**src/qfts_pkg.sv**
```systemverilog
// ----------------------------------------------------------------------------
// qfts_pkg
// Shared types and constants for the two-stack queue.
// ----------------------------------------------------------------------------
package qfts_pkg;

    localparam int DATA_W = 32;
    localparam int CAP_W  = 6;

    localparam logic [CAP_W-1:0] CAP_RESET = 6'd20;

    // register index of capacity in the config map
    localparam logic REG_CAPACITY = 1'b0;

    typedef logic [1:0] t_cmd;

    localparam t_cmd CMD_ENQ  = 2'd0;
    localparam t_cmd CMD_DEQ  = 2'd1;
    localparam t_cmd CMD_PEEK = 2'd2;

    typedef struct packed {
        logic [DATA_W-1:0] data;
        logic              was_empty;
        logic              overflow;
    } t_result;

endpackage

```
**src/queue_from_two_stacks_unit.sv**
```systemverilog
// ----------------------------------------------------------------------------
// queue_from_two_stacks_unit
// FIFO queue built from two bounded stacks, with a capacity register.
// ----------------------------------------------------------------------------
//  Channel   Dir  Handshake            Contents
//  s         in   i_s_tvalid/o_s_tready tuser: command, tdata: value
//  m         out  o_m_tvalid/i_m_tready tdata: data, tuser: was_empty, overflow
//  apb       in   psel/penable/pready   capacity at address 0
//
//  Enqueue and unused command: IDLE, EXEC, DONE, then the output register.
//  Dequeue/peek with outbound stack occupied: EXEC, POPW, DONE.
//  Dequeue/peek needing a transfer: XRD then XWR per inbound entry, then POPR,
//  POPW, DONE; the registered inbound read splits each move into XRD and XWR.
//  One item at a time; o_s_tready is low until the result is handed to the
//  output register. Synchronous reset empties both stacks, capacity 20.
// ----------------------------------------------------------------------------
module queue_from_two_stacks_unit #(
    parameter int DEPTH = 32
) (
    input  logic        i_clk,
    input  logic        i_rst_n,
    // input stream
    input  logic        i_s_tvalid,
    output logic        o_s_tready,
    input  logic [31:0] i_s_tdata,   // [31:0] value
    input  logic [1:0]  i_s_tuser,   // [1:0] command
    // output stream
    output logic        o_m_tvalid,
    input  logic        i_m_tready,
    output logic [31:0] o_m_tdata,   // [31:0] data
    output logic [1:0]  o_m_tuser,   // [0] was_empty, [1] overflow
    // config
    input  logic        psel,
    input  logic        penable,
    input  logic        pwrite,
    input  logic [2:0]  paddr,
    input  logic [31:0] pwdata,
    output logic [31:0] prdata,
    output logic        pready
);

    logic [qfts_pkg::CAP_W-1:0] r_capacity;
    logic                       cfg_wr;

    logic              res_valid;
    logic              res_ready;
    qfts_pkg::t_result res;

    logic                        r_m_tvalid;
    logic [qfts_pkg::DATA_W-1:0] r_m_data;
    logic [1:0]                  r_m_flags;

    assign pready = 1'b1;
    assign cfg_wr = psel && penable && pwrite && pready && (paddr[2] == qfts_pkg::REG_CAPACITY);

    always_ff @(posedge i_clk) begin
        if (!i_rst_n) begin
            r_capacity <= qfts_pkg::CAP_RESET;
        end else if (cfg_wr) begin
            r_capacity <= pwdata[qfts_pkg::CAP_W-1:0];
        end
    end

    assign prdata = (paddr[2] == qfts_pkg::REG_CAPACITY)
                  ? {{(32 - qfts_pkg::CAP_W){1'b0}}, r_capacity} : '0;

    qfts_seq #(
        .DEPTH (DEPTH)
    ) u_seq (
        .i_clk       (i_clk),
        .i_rst_n     (i_rst_n),
        .i_capacity  (r_capacity),
        .i_cmd_valid (i_s_tvalid),
        .o_cmd_ready (o_s_tready),
        .i_cmd       (i_s_tuser),
        .i_value     (i_s_tdata),
        .o_res_valid (res_valid),
        .i_res_ready (res_ready),
        .o_res       (res)
    );

    // output register: frees the sequencer while the result waits
    assign res_ready = !r_m_tvalid || i_m_tready;

    always_ff @(posedge i_clk) begin
        if (!i_rst_n) begin
            r_m_tvalid <= 1'b0;
        end else if (res_ready) begin
            r_m_tvalid <= res_valid;
            if (res_valid) begin
                r_m_data  <= res.data;
                r_m_flags <= {res.overflow, res.was_empty};
            end
        end
    end

    assign o_m_tvalid = r_m_tvalid;
    assign o_m_tdata  = r_m_data;
    assign o_m_tuser  = r_m_flags;

endmodule

```
**src/qfts_ram.sv**
```systemverilog
// ----------------------------------------------------------------------------
// qfts_ram
// Single-port-write, single-port-read stack storage with registered read.
// ----------------------------------------------------------------------------
module qfts_ram #(
    parameter int DEPTH = 32,
    parameter int WIDTH = 32
) (
    input  logic                     i_clk,
    input  logic                     i_wr_en,
    input  logic [$clog2(DEPTH)-1:0] i_wr_addr,
    input  logic [WIDTH-1:0]         i_wr_data,
    input  logic                     i_rd_en,
    input  logic [$clog2(DEPTH)-1:0] i_rd_addr,
    output logic [WIDTH-1:0]         o_rd_data
);

    logic [WIDTH-1:0] r_mem [DEPTH];
    logic [WIDTH-1:0] r_rd_data;

    always_ff @(posedge i_clk) begin
        if (i_wr_en) begin
            r_mem[i_wr_addr] <= i_wr_data;
        end
        if (i_rd_en) begin
            r_rd_data <= r_mem[i_rd_addr];
        end
    end

    assign o_rd_data = r_rd_data;

endmodule

```
**src/qfts_seq.sv**
```systemverilog
// ----------------------------------------------------------------------------
// qfts_seq
// Sequencer for the two-stack queue: holds both stack pointers, drives the
// two stack memories and performs the inbound-to-outbound transfer one
// element at a time.
// ----------------------------------------------------------------------------
module qfts_seq #(
    parameter int DEPTH = 32
) (
    input  logic                      i_clk,
    input  logic                      i_rst_n,
    input  logic [qfts_pkg::CAP_W-1:0] i_capacity,
    // command in
    input  logic                      i_cmd_valid,
    output logic                      o_cmd_ready,
    input  qfts_pkg::t_cmd            i_cmd,
    input  logic [qfts_pkg::DATA_W-1:0] i_value,
    // result out
    output logic                      o_res_valid,
    input  logic                      i_res_ready,
    output qfts_pkg::t_result         o_res
);

    localparam int AW = (DEPTH > 1) ? $clog2(DEPTH) : 1;
    localparam int CW = $clog2(DEPTH + 1);
    localparam int LW = (CW > qfts_pkg::CAP_W) ? CW : qfts_pkg::CAP_W;

    typedef enum logic [2:0] {
        S_IDLE,
        S_EXEC,
        S_XRD,
        S_XWR,
        S_POPR,
        S_POPW,
        S_DONE
    } t_state;

    t_state                      r_state;
    qfts_pkg::t_cmd              r_cmd;
    logic [qfts_pkg::DATA_W-1:0] r_value;
    logic [CW-1:0]               r_in_cnt;
    logic [CW-1:0]               r_out_cnt;
    qfts_pkg::t_result           r_res;

    logic [CW-1:0] in_top;
    logic [CW-1:0] out_top;
    logic [LW-1:0] cap_ext;
    logic [LW-1:0] depth_ext;
    logic [LW-1:0] limit;
    logic          enq_fits;
    logic          is_pop_cmd;
    logic          pop_direct;

    logic                        in_wr_en;
    logic                        in_rd_en;
    logic [qfts_pkg::DATA_W-1:0] in_rd_data;
    logic                        out_wr_en;
    logic                        out_rd_en;
    logic [qfts_pkg::DATA_W-1:0] out_rd_data;

    assign in_top    = r_in_cnt - 1'b1;
    assign out_top   = r_out_cnt - 1'b1;
    assign cap_ext   = LW'(i_capacity);
    assign depth_ext = LW'(DEPTH);
    assign limit     = (cap_ext > depth_ext) ? depth_ext : cap_ext;
    assign enq_fits  = LW'(r_in_cnt) < limit;

    assign is_pop_cmd = (r_cmd == qfts_pkg::CMD_DEQ) || (r_cmd == qfts_pkg::CMD_PEEK);
    assign pop_direct = is_pop_cmd && (r_out_cnt != '0);

    assign in_wr_en  = (r_state == S_EXEC) && (r_cmd == qfts_pkg::CMD_ENQ) && enq_fits;
    assign in_rd_en  = (r_state == S_XRD);
    assign out_wr_en = (r_state == S_XWR);
    // outbound read either straight from EXEC or after the transfer settles
    assign out_rd_en = ((r_state == S_EXEC) && pop_direct) || (r_state == S_POPR);

    qfts_ram #(
        .DEPTH (DEPTH),
        .WIDTH (qfts_pkg::DATA_W)
    ) u_inbound (
        .i_clk     (i_clk),
        .i_wr_en   (in_wr_en),
        .i_wr_addr (r_in_cnt[AW-1:0]),
        .i_wr_data (r_value),
        .i_rd_en   (in_rd_en),
        .i_rd_addr (in_top[AW-1:0]),
        .o_rd_data (in_rd_data)
    );

    qfts_ram #(
        .DEPTH (DEPTH),
        .WIDTH (qfts_pkg::DATA_W)
    ) u_outbound (
        .i_clk     (i_clk),
        .i_wr_en   (out_wr_en),
        .i_wr_addr (r_out_cnt[AW-1:0]),
        .i_wr_data (in_rd_data),
        .i_rd_en   (out_rd_en),
        .i_rd_addr (out_top[AW-1:0]),
        .o_rd_data (out_rd_data)
    );

    always_ff @(posedge i_clk) begin
        if (!i_rst_n) begin
            r_state   <= S_IDLE;
            r_in_cnt  <= '0;
            r_out_cnt <= '0;
        end else begin
            unique case (r_state)
                S_IDLE: begin
                    if (i_cmd_valid) begin
                        r_cmd   <= i_cmd;
                        r_value <= i_value;
                        r_res   <= '0;
                        r_state <= S_EXEC;
                    end
                end
                S_EXEC: begin
                    if (r_cmd == qfts_pkg::CMD_ENQ) begin
                        if (enq_fits) begin
                            r_in_cnt <= r_in_cnt + 1'b1;
                        end else begin
                            r_res.overflow <= 1'b1;
                        end
                        r_state <= S_DONE;
                    end else if (pop_direct) begin
                        r_state <= S_POPW;
                    end else if (is_pop_cmd && r_in_cnt != '0) begin
                        r_state <= S_XRD;
                    end else if (is_pop_cmd) begin
                        r_res.was_empty <= 1'b1;
                        r_state         <= S_DONE;
                    end else begin
                        r_state <= S_DONE;
                    end
                end
                S_XRD: begin
                    r_state <= S_XWR;
                end
                S_XWR: begin
                    r_in_cnt  <= r_in_cnt - 1'b1;
                    r_out_cnt <= r_out_cnt + 1'b1;
                    r_state   <= (r_in_cnt == CW'(1)) ? S_POPR : S_XRD;
                end
                S_POPR: begin
                    r_state <= S_POPW;
                end
                S_POPW: begin
                    r_res.data <= out_rd_data;
                    if (r_cmd == qfts_pkg::CMD_DEQ) begin
                        r_out_cnt <= r_out_cnt - 1'b1;
                    end
                    r_state <= S_DONE;
                end
                S_DONE: begin
                    if (i_res_ready) begin
                        r_state <= S_IDLE;
                    end
                end
                default: begin
                    r_state <= S_IDLE;
                end
            endcase
        end
    end

    assign o_cmd_ready = (r_state == S_IDLE);
    assign o_res_valid = (r_state == S_DONE);
    assign o_res       = r_res;

    // pointers stay within the stacks
    a_cnt_bound: assert property (@(posedge i_clk) disable iff (!i_rst_n)
        (r_in_cnt <= CW'(DEPTH)) && (r_out_cnt <= CW'(DEPTH)))
        else $error("stack pointer beyond depth");

    // transfer only ever starts into an empty outbound stack
    a_xfer_start: assert property (@(posedge i_clk) disable iff (!i_rst_n)
        (r_state == S_EXEC && r_cmd != qfts_pkg::CMD_ENQ && r_out_cnt != '0)
        |=> (r_state != S_XRD))
        else $error("transfer into non-empty outbound stack");

    // each transfer step conserves the element count
    a_xfer_conserve: assert property (@(posedge i_clk) disable iff (!i_rst_n)
        (r_state == S_XWR) |=>
        (({1'b0, r_in_cnt} + {1'b0, r_out_cnt}) ==
         ($past({1'b0, r_in_cnt}) + $past({1'b0, r_out_cnt}))))
        else $error("element lost during transfer");

    // overflow only from an enqueue, and never alongside empty
    a_flags: assert property (@(posedge i_clk) disable iff (!i_rst_n)
        o_res_valid |-> (!(r_res.overflow && r_res.was_empty) &&
                         (!r_res.overflow || r_cmd == qfts_pkg::CMD_ENQ)))
        else $error("inconsistent result flags");

endmodule
```
**config.mk**
```make
export PLATFORM = sky130hd
export DESIGN_NAME = queue_from_two_stacks_unit
export DESIGN_NICKNAME = d
export VERILOG_FILES = /design/src/qfts_pkg.sv /design/src/queue_from_two_stacks_unit.sv /design/src/qfts_ram.sv /design/src/qfts_seq.sv
export SDC_FILE = /design/constraint.sdc
export NUM_CORES = 2
export LEC_CHECK = 0
export ABC_CLOCK_PERIOD_IN_PS = 4550
export BUFFER_PORTS_ARGS = -buffer_cell sky130_fd_sc_hd__buf_2
export CAP_MARGIN = 20
export CORE_MARGIN = 2
export CORE_UTILIZATION = 56
export CTS_CLUSTER_DIAMETER = 80
export DETAILED_ROUTE_END_ITERATION = 12
export PLACE_DENSITY_LB_ADDON = 0.08
export SYNTH_ARGS = -nofsm -noshare
export SYNTH_HDL_FRONTEND = slang
export SYNTH_SLANG_ARGS = --single-unit
export TNS_END_PERCENT = 1
```
**constraint.sdc**
```tcl
create_clock -name i_clk -period 4.55 [get_ports i_clk]
set_clock_uncertainty 0.2 [all_clocks]
set_input_delay 0.6825 -clock i_clk [delete_from_list [all_inputs] [get_ports i_clk]]
set_output_delay 0.6825 -clock i_clk [all_outputs]
set_load 0.02 [all_outputs]
```
Yosys cells after proc, flatten, opt, wreduce, memory -nomap -nowiden. Memory sizes are Yosys's and may differ from the RTL's. A register that Yosys moved wholly into a read port is not among the register bits. Index checks and enable logic that the tools add are counted.

Output and inout bits: 69. Bits in latches: 0. Memory bits (read-only): 0. Memories kept: 2. Bits in writable memories: 2048. Flip-flop bits (word level): 124.

Divide/modulo/power cells: 0. Equality and inequality tests: 19. Reductions and logical operators: 28. Shifts and indexed selects: 0. Mux-type cells: 27. Order comparisons: 2. Add/subtract/negate cells: 4. Bitwise gates (word level): 1. $mul: 0.

Memories: u_seq.u_inbound.r_mem (words 32, width 32, read ports 1, clocked after Yosys merged registers in 1, write ports 1, RTL line qfts_ram.sv:18) `logic [WIDTH-1:0] r_mem [DEPTH];`; u_seq.u_outbound.r_mem (words 32, width 32, read ports 1, clocked after Yosys merged registers in 1, write ports 1, RTL line qfts_ram.sv:18).

Operators by type and width (count): $pmux W32 S2 (1); $mux W34 (1); $mux W6 (5); $pmux W6 S2 (2); $pmux W3 S7 (1); $mux W3 (6); $add A6 B1 Y6 const B (2); $ne A2 B2 Y1 const B (6); $reduce_and A3 Y1 (4); $reduce_bool A6 Y1 (2); $sub A6 B1 Y6 const B (2); $mux W1 (10); $eq A3 B3 Y1 const B (3); $logic_and A1 B1 Y1 (8); $ne A2 B1 Y1 const B (4); $reduce_bool A2 Y1 (4); $reduce_and A7 Y1 (1); $eq A3 B2 Y1 const B (2); $eq A6 B1 Y1 const B (1); $gt A6 B6 Y1 const B (1); $lt A6 B6 Y1 (1); $reduce_and A5 Y1 (1); $pmux W2 S2 (1); $reduce_and A2 Y1 (2); 8 further kinds (10).

Longest topological paths before layout.
Depth after elaboration: 7. Mapped depth: 12.

Hierarchy. From an unflattened synthesis, not the netlist that was laid out.

Cells, all modules: 4920. Area, all modules: 86957.1 um^2.

Modules (own cells, without submodules): qfts_ram at u_seq.u_inbound (instances 1, area an instance 40811.6 um^2, cells each 2260); qfts_ram at u_seq.u_outbound (instances 1, area an instance 40805.4 um^2, cells each 2260); qfts_seq (instances 1, area an instance 3751.1 um^2, cells each 299); queue_from_two_stacks_unit (instances 1, area an instance 1589.0 um^2, cells each 101).

Least setup slack after synthesis. Ideal clock, no wire load.

Kind: reg2reg. Start: register u_seq.r_out_cnt[0]. End: register u_seq.u_outbound.r_rd_data[0], in the netlist u_seq.u_outbound.o_rd_data[0] (read register of u_seq.u_outbound.r_mem) (enable). Cell stages (with the launch flop): 11. Buffers on the path: 4. Required time: 3.918 ns. Setup slack: 0.554 ns. Arrival: 3.364 ns. Cells stage by stage: dfxtp_1 > buf_2 > buf_2 > buf_2 > inv_1 > ha_1 > buf_2 > nand2b_1 > or4_1 > nand3_1 > a21oi_1.

Word-level cells in the longest chain between the ends: 4.

RTL lines: start, declared (RTL line qfts_seq.sv:42) `logic [CW-1:0] r_out_cnt;`; start signal, assigned (RTL line qfts_seq.sv:142) `r_out_cnt <= r_out_cnt + 1'b1;`; start signal, assigned (RTL line qfts_seq.sv:151) `r_out_cnt <= r_out_cnt - 1'b1;`; $reduce_bool A6 Y1 (RTL line qfts_seq.sv:69) `assign pop_direct = is_pop_cmd && (r_out_cnt != '0);`; $logic_and A1 B1 Y1 (RTL line qfts_seq.sv:69); $logic_and A1 B1 Y1 (RTL line qfts_seq.sv:75) `assign out_rd_en = ((r_state == S_EXEC) && pop_direct) || (r_state == S_POPR);`; $logic_or A1 B1 Y1 (RTL line qfts_seq.sv:75); via u_seq.out_rd_en (RTL line qfts_seq.sv:58) `logic out_rd_en;`; end, declared (RTL line qfts_ram.sv:19) `logic [WIDTH-1:0] r_rd_data;`.

The timed path passes the listed nets, and every way through them passes these cells. A chain may end at the register's enable or synchronous reset.

Final worst setup path.
Start: register u_seq.r_in_cnt[0]. End: register u_seq.u_inbound.r_rd_data[22], in the netlist u_seq.u_inbound.o_rd_data[22] (read register of u_seq.u_inbound.r_mem), data pin.

Word-level cells in the longest chain between the ends: 1.

RTL lines: start, declared (RTL line qfts_seq.sv:41) `logic [CW-1:0] r_in_cnt;`; start signal, assigned (RTL line qfts_seq.sv:121) `r_in_cnt <= r_in_cnt + 1'b1;`; start signal, assigned (RTL line qfts_seq.sv:141) `r_in_cnt <= r_in_cnt - 1'b1;`; $sub A6 B1 Y6; end, declared (RTL line qfts_ram.sv:19).

Every way passes these cells.

==> results by group <==
GRT
  – Routing usage on met2: 43.7%
  – Total gr overflow: 0
  – M3 GR Usage: 4.28%
  – Largest net degree at the start of global routing: 91
  – Most used routing layer: met2
  – Vias in the first global route: 40141
  – Initial antenna violation count: 8
  – GRT Util Overall: 25.9%
  – Grt met1 use: 35.6%
  – First-pass GRT wire length: 285000 um

Die
  – Row count: 143
  – Die area: 155000 sq um
  – I/O pin cnt: 145
  – Initial core utilization: 56.2%
  – Die W: 394 um
  – Core area: 152000 sq um
  – Die H: 394 um

Synthesis
  – Post-synthesis mux area share: 15.2%
  – Cells after synthesis: 3829
  – Register bit total from synthesis: 2236
  – Sequential fraction of the synthesis area: 78.6%
  – Synth Area per Inst: 22.2 sq um
  – Share of the synthesized area in the top cell type: 78.1%
  – Leading area contributor after synthesis: edfxtp_1
  – Synth cell types: 55
  – Synth warnings: 0
  – Most frequent cell after synthesis: edfxtp_1
  – Area contributors post-synth: edfxtp_1, mux4_2, mux2i_1, nand2_1, a32o_1
  – Post-synthesis simple-gate area fraction: 2.46%
  – Mapped cell area: 85100 sq um
  – EDFF count, synth: 2214
  – Adder-cell share of the synthesized area: 0.235%
  – Synth top cells by count: edfxtp_1, mux4_2, nand2_1, mux2i_1, clkbuf_1
  – Main combinational cell family by area after synthesis: multiplexers
  – Asr flop ratio synth: 0%
  – Synth Area in Compound Gates: 2.04%
  – Synth Flop Type: edfxtp_1
  – Post-synthesis xor/xnor area fraction: 0.134%

Min path
  – Worst hold path class: in2reg

Clocking
  – Post-CTS Hold Fix Bufs: 43
  – CTS tree: built
  – Clk sinks: 2236
  – Worst-path clk slew: 60 ps
  – TritonCTS buffer count: 216
  – Post-CTS sizing: 0
  – Clk_lat worst skew: 830 ps
  – CTS root buf: clkbuf_16
  – Htree depth: 4
  – Setup bufs post-CTS: 0
  – Clock tree buffer depth: 3

Power
  – Leakage: 30.6 nW
  – Total Power: 55.9 mW
  – Maximum vdd drop: 0.451 mV
  – Pwr per Cell Area: 575 nW/um^2

Setup path
  – CP Class: reg2reg
  – CP required: 5030 ps
  – CP arrival: 4300 ps
  – Critical path endpoint category: flop
  – Startpoint Class: flop
  – Maximum fanout along the worst path: 58

Timing
  – Tightest Pin Transition: 1090 ps
  – Final Cycle Share: 84.0%
  – TNS Setup: 0 ps
  – Hold Vio Cnt, Final: 0
  – Fin crit period: 3820 ps
  – Max Transition Viols Final: 0
  – Maximum clock frequency: 0.262 GHz
  – RSZ-0062 raised after global routing: false
  – Slew margin rel.: 27.2%
  – Final count of negative-setup-slack endpoints: 0
  – Hold slack: 71.1 ps

Layout
  – Layout Utilization: 64.1%
  – Area growth, synth to finish: 14.2%
  – Share of cells above drive strength 1: 26.8%
  – NumNets Final: 4251

Detailed routing
  – Via count: 39630
  – Drt wl/cell: 31.3 um
  – Routed Antenna Nets: 0
  – Drt total wl: 200000 um
  – DRT iter0 DRCs: 4128
  – Drt first pass iters: 5
  – Via density: 6.22
  – Post-route DRC violation count: 0

Placed design
  – Port Buffer Count: 89
  – Post-DP HPWL: 107000 um
  – Routability congestion estimate: 0.773

Flow run
  – Max-capacitance violation count: 0

Run status
  – Status: complete, no violations
## where the power goes
part	leakage [nW]	switching, mW	internal (mW)	total (mW)
clock network	3.17	7.44	9.03	16.5
registers	20.1	0.780	24.5	25.3
logic	7.34	7.94	6.16	14.1
total	30.6	16.2	39.7	55.9
## area by class of cell
cell class | count | area, sq um
inverter | 11 | 41.3
timing repair buffer | 320 | 3390
fill | 10115 | 54300
antenna | 3 | 7.51
multi-input combinational | 1374 | 17800
clock buffer | 281 | 5690
clock inverter | 118 | 778
sequential | 2236 | 66900
tap | 2030 | 2540
## metrics by stage
step / setup slack (ps) / cells / instance area [sq um]
CTS: 780 / 6356 / 96900
finish: 726 / 6373 / 97200
global route: 646 / 6370 / 97200
floorplan: 554 / 3854 / 85200
global placement: 769 / 5914 / 90000
detailed placement: 784 / 5914 / 90000
## cells in the final DEF (no fill, tap or decap), types with 7 or more instances in the layout
cell / netlist / final
edfxtp_1: 2214 / 2214
and2_1: 64 / 64
a32o_1: 64 / 64
clkbuf_1: 116 / 63
xnor2_1: 9 / 7
buf_12: 0 / 75
nor2b_1: 11 / 11
nand3b_1: 7 / 7
clkbuf_16: 0 / 218
mux2i_1: 137 / 137
a21oi_1: 19 / 16
buf_2: 68 / 89
nand2_1: 227 / 227
inv_1: 11 / 11
ha_1: 16 / 14
clkinv_2: 0 / 41
mux4_2: 512 / 512
clkinv_1: 0 / 55
a311oi_1: 32 / 32
dlygate4sd3_1: 0 / 43
buf_16: 0 / 8
nor2_4: 0 / 66
a211oi_1: 33 / 33
buf_4: 38 / 105
a221oi_1: 33 / 33
dfxtp_1: 22 / 20
conb_1: 2 / 27
o21ai_0: 9 / 9
nand3_1: 11 / 9
nor2_1: 97 / 31
## critical path, cell delays in order, from the launching register on
cell and delay, ps:
dfxtp_4 590, inv_1 250, ha_1 440, xnor2_2 240, buf_12 360, buf_4 370
and2_1 180, a211oi_1 60, a311oi_1 680, buf_4 220
## layer usage
layer  vias up  routed length, um
met5         -                 22
met4         4               4950
met3       292              13300
met2      1489             102000
met1     21145              79000
li1      16700                  -
## registers in the layout, summed over array words and instances (netlist names), 3 cells and up
signal                      count
u_seq.r_in_cnt                  6
u_seq.u_outbound.o_rd_data     32
u_seq.u_inbound.r_mem        1024
u_seq.u_outbound.r_mem       1024
u_seq.r_out_cnt                 6
r_capacity                      6
o_m_tdata                      32
u_seq.r_value                  32
u_seq.u_inbound.o_rd_data      32
u_seq.o_res                    34
u_seq.r_state                   3
## path summary, 6_finish.rpt
path	depth (start not counted)	to	startpoint	slack (ps)
worst max-delay path	9	u_seq.u_inbound.o_rd_data[22]	u_seq.r_in_cnt[0]	730
worst min-delay path	3	o_m_tvalid	i_m_tready	70
worst max register to register	9	u_seq.u_inbound.o_rd_data[22]	u_seq.r_in_cnt[0]	730
worst min register to register	0	o_m_tdata[24]	u_seq.o_res[26]	220
## kinds of logic after synthesis
family / after synthesis
other cells: 2
compound gates: 208
fa+ha+maj: 16
flops: 2236
mux: 650
buf+inv: 244
xor+xnor: 13
simple gates: 460
No activity file was read; power rests on OpenSTA's default activity.
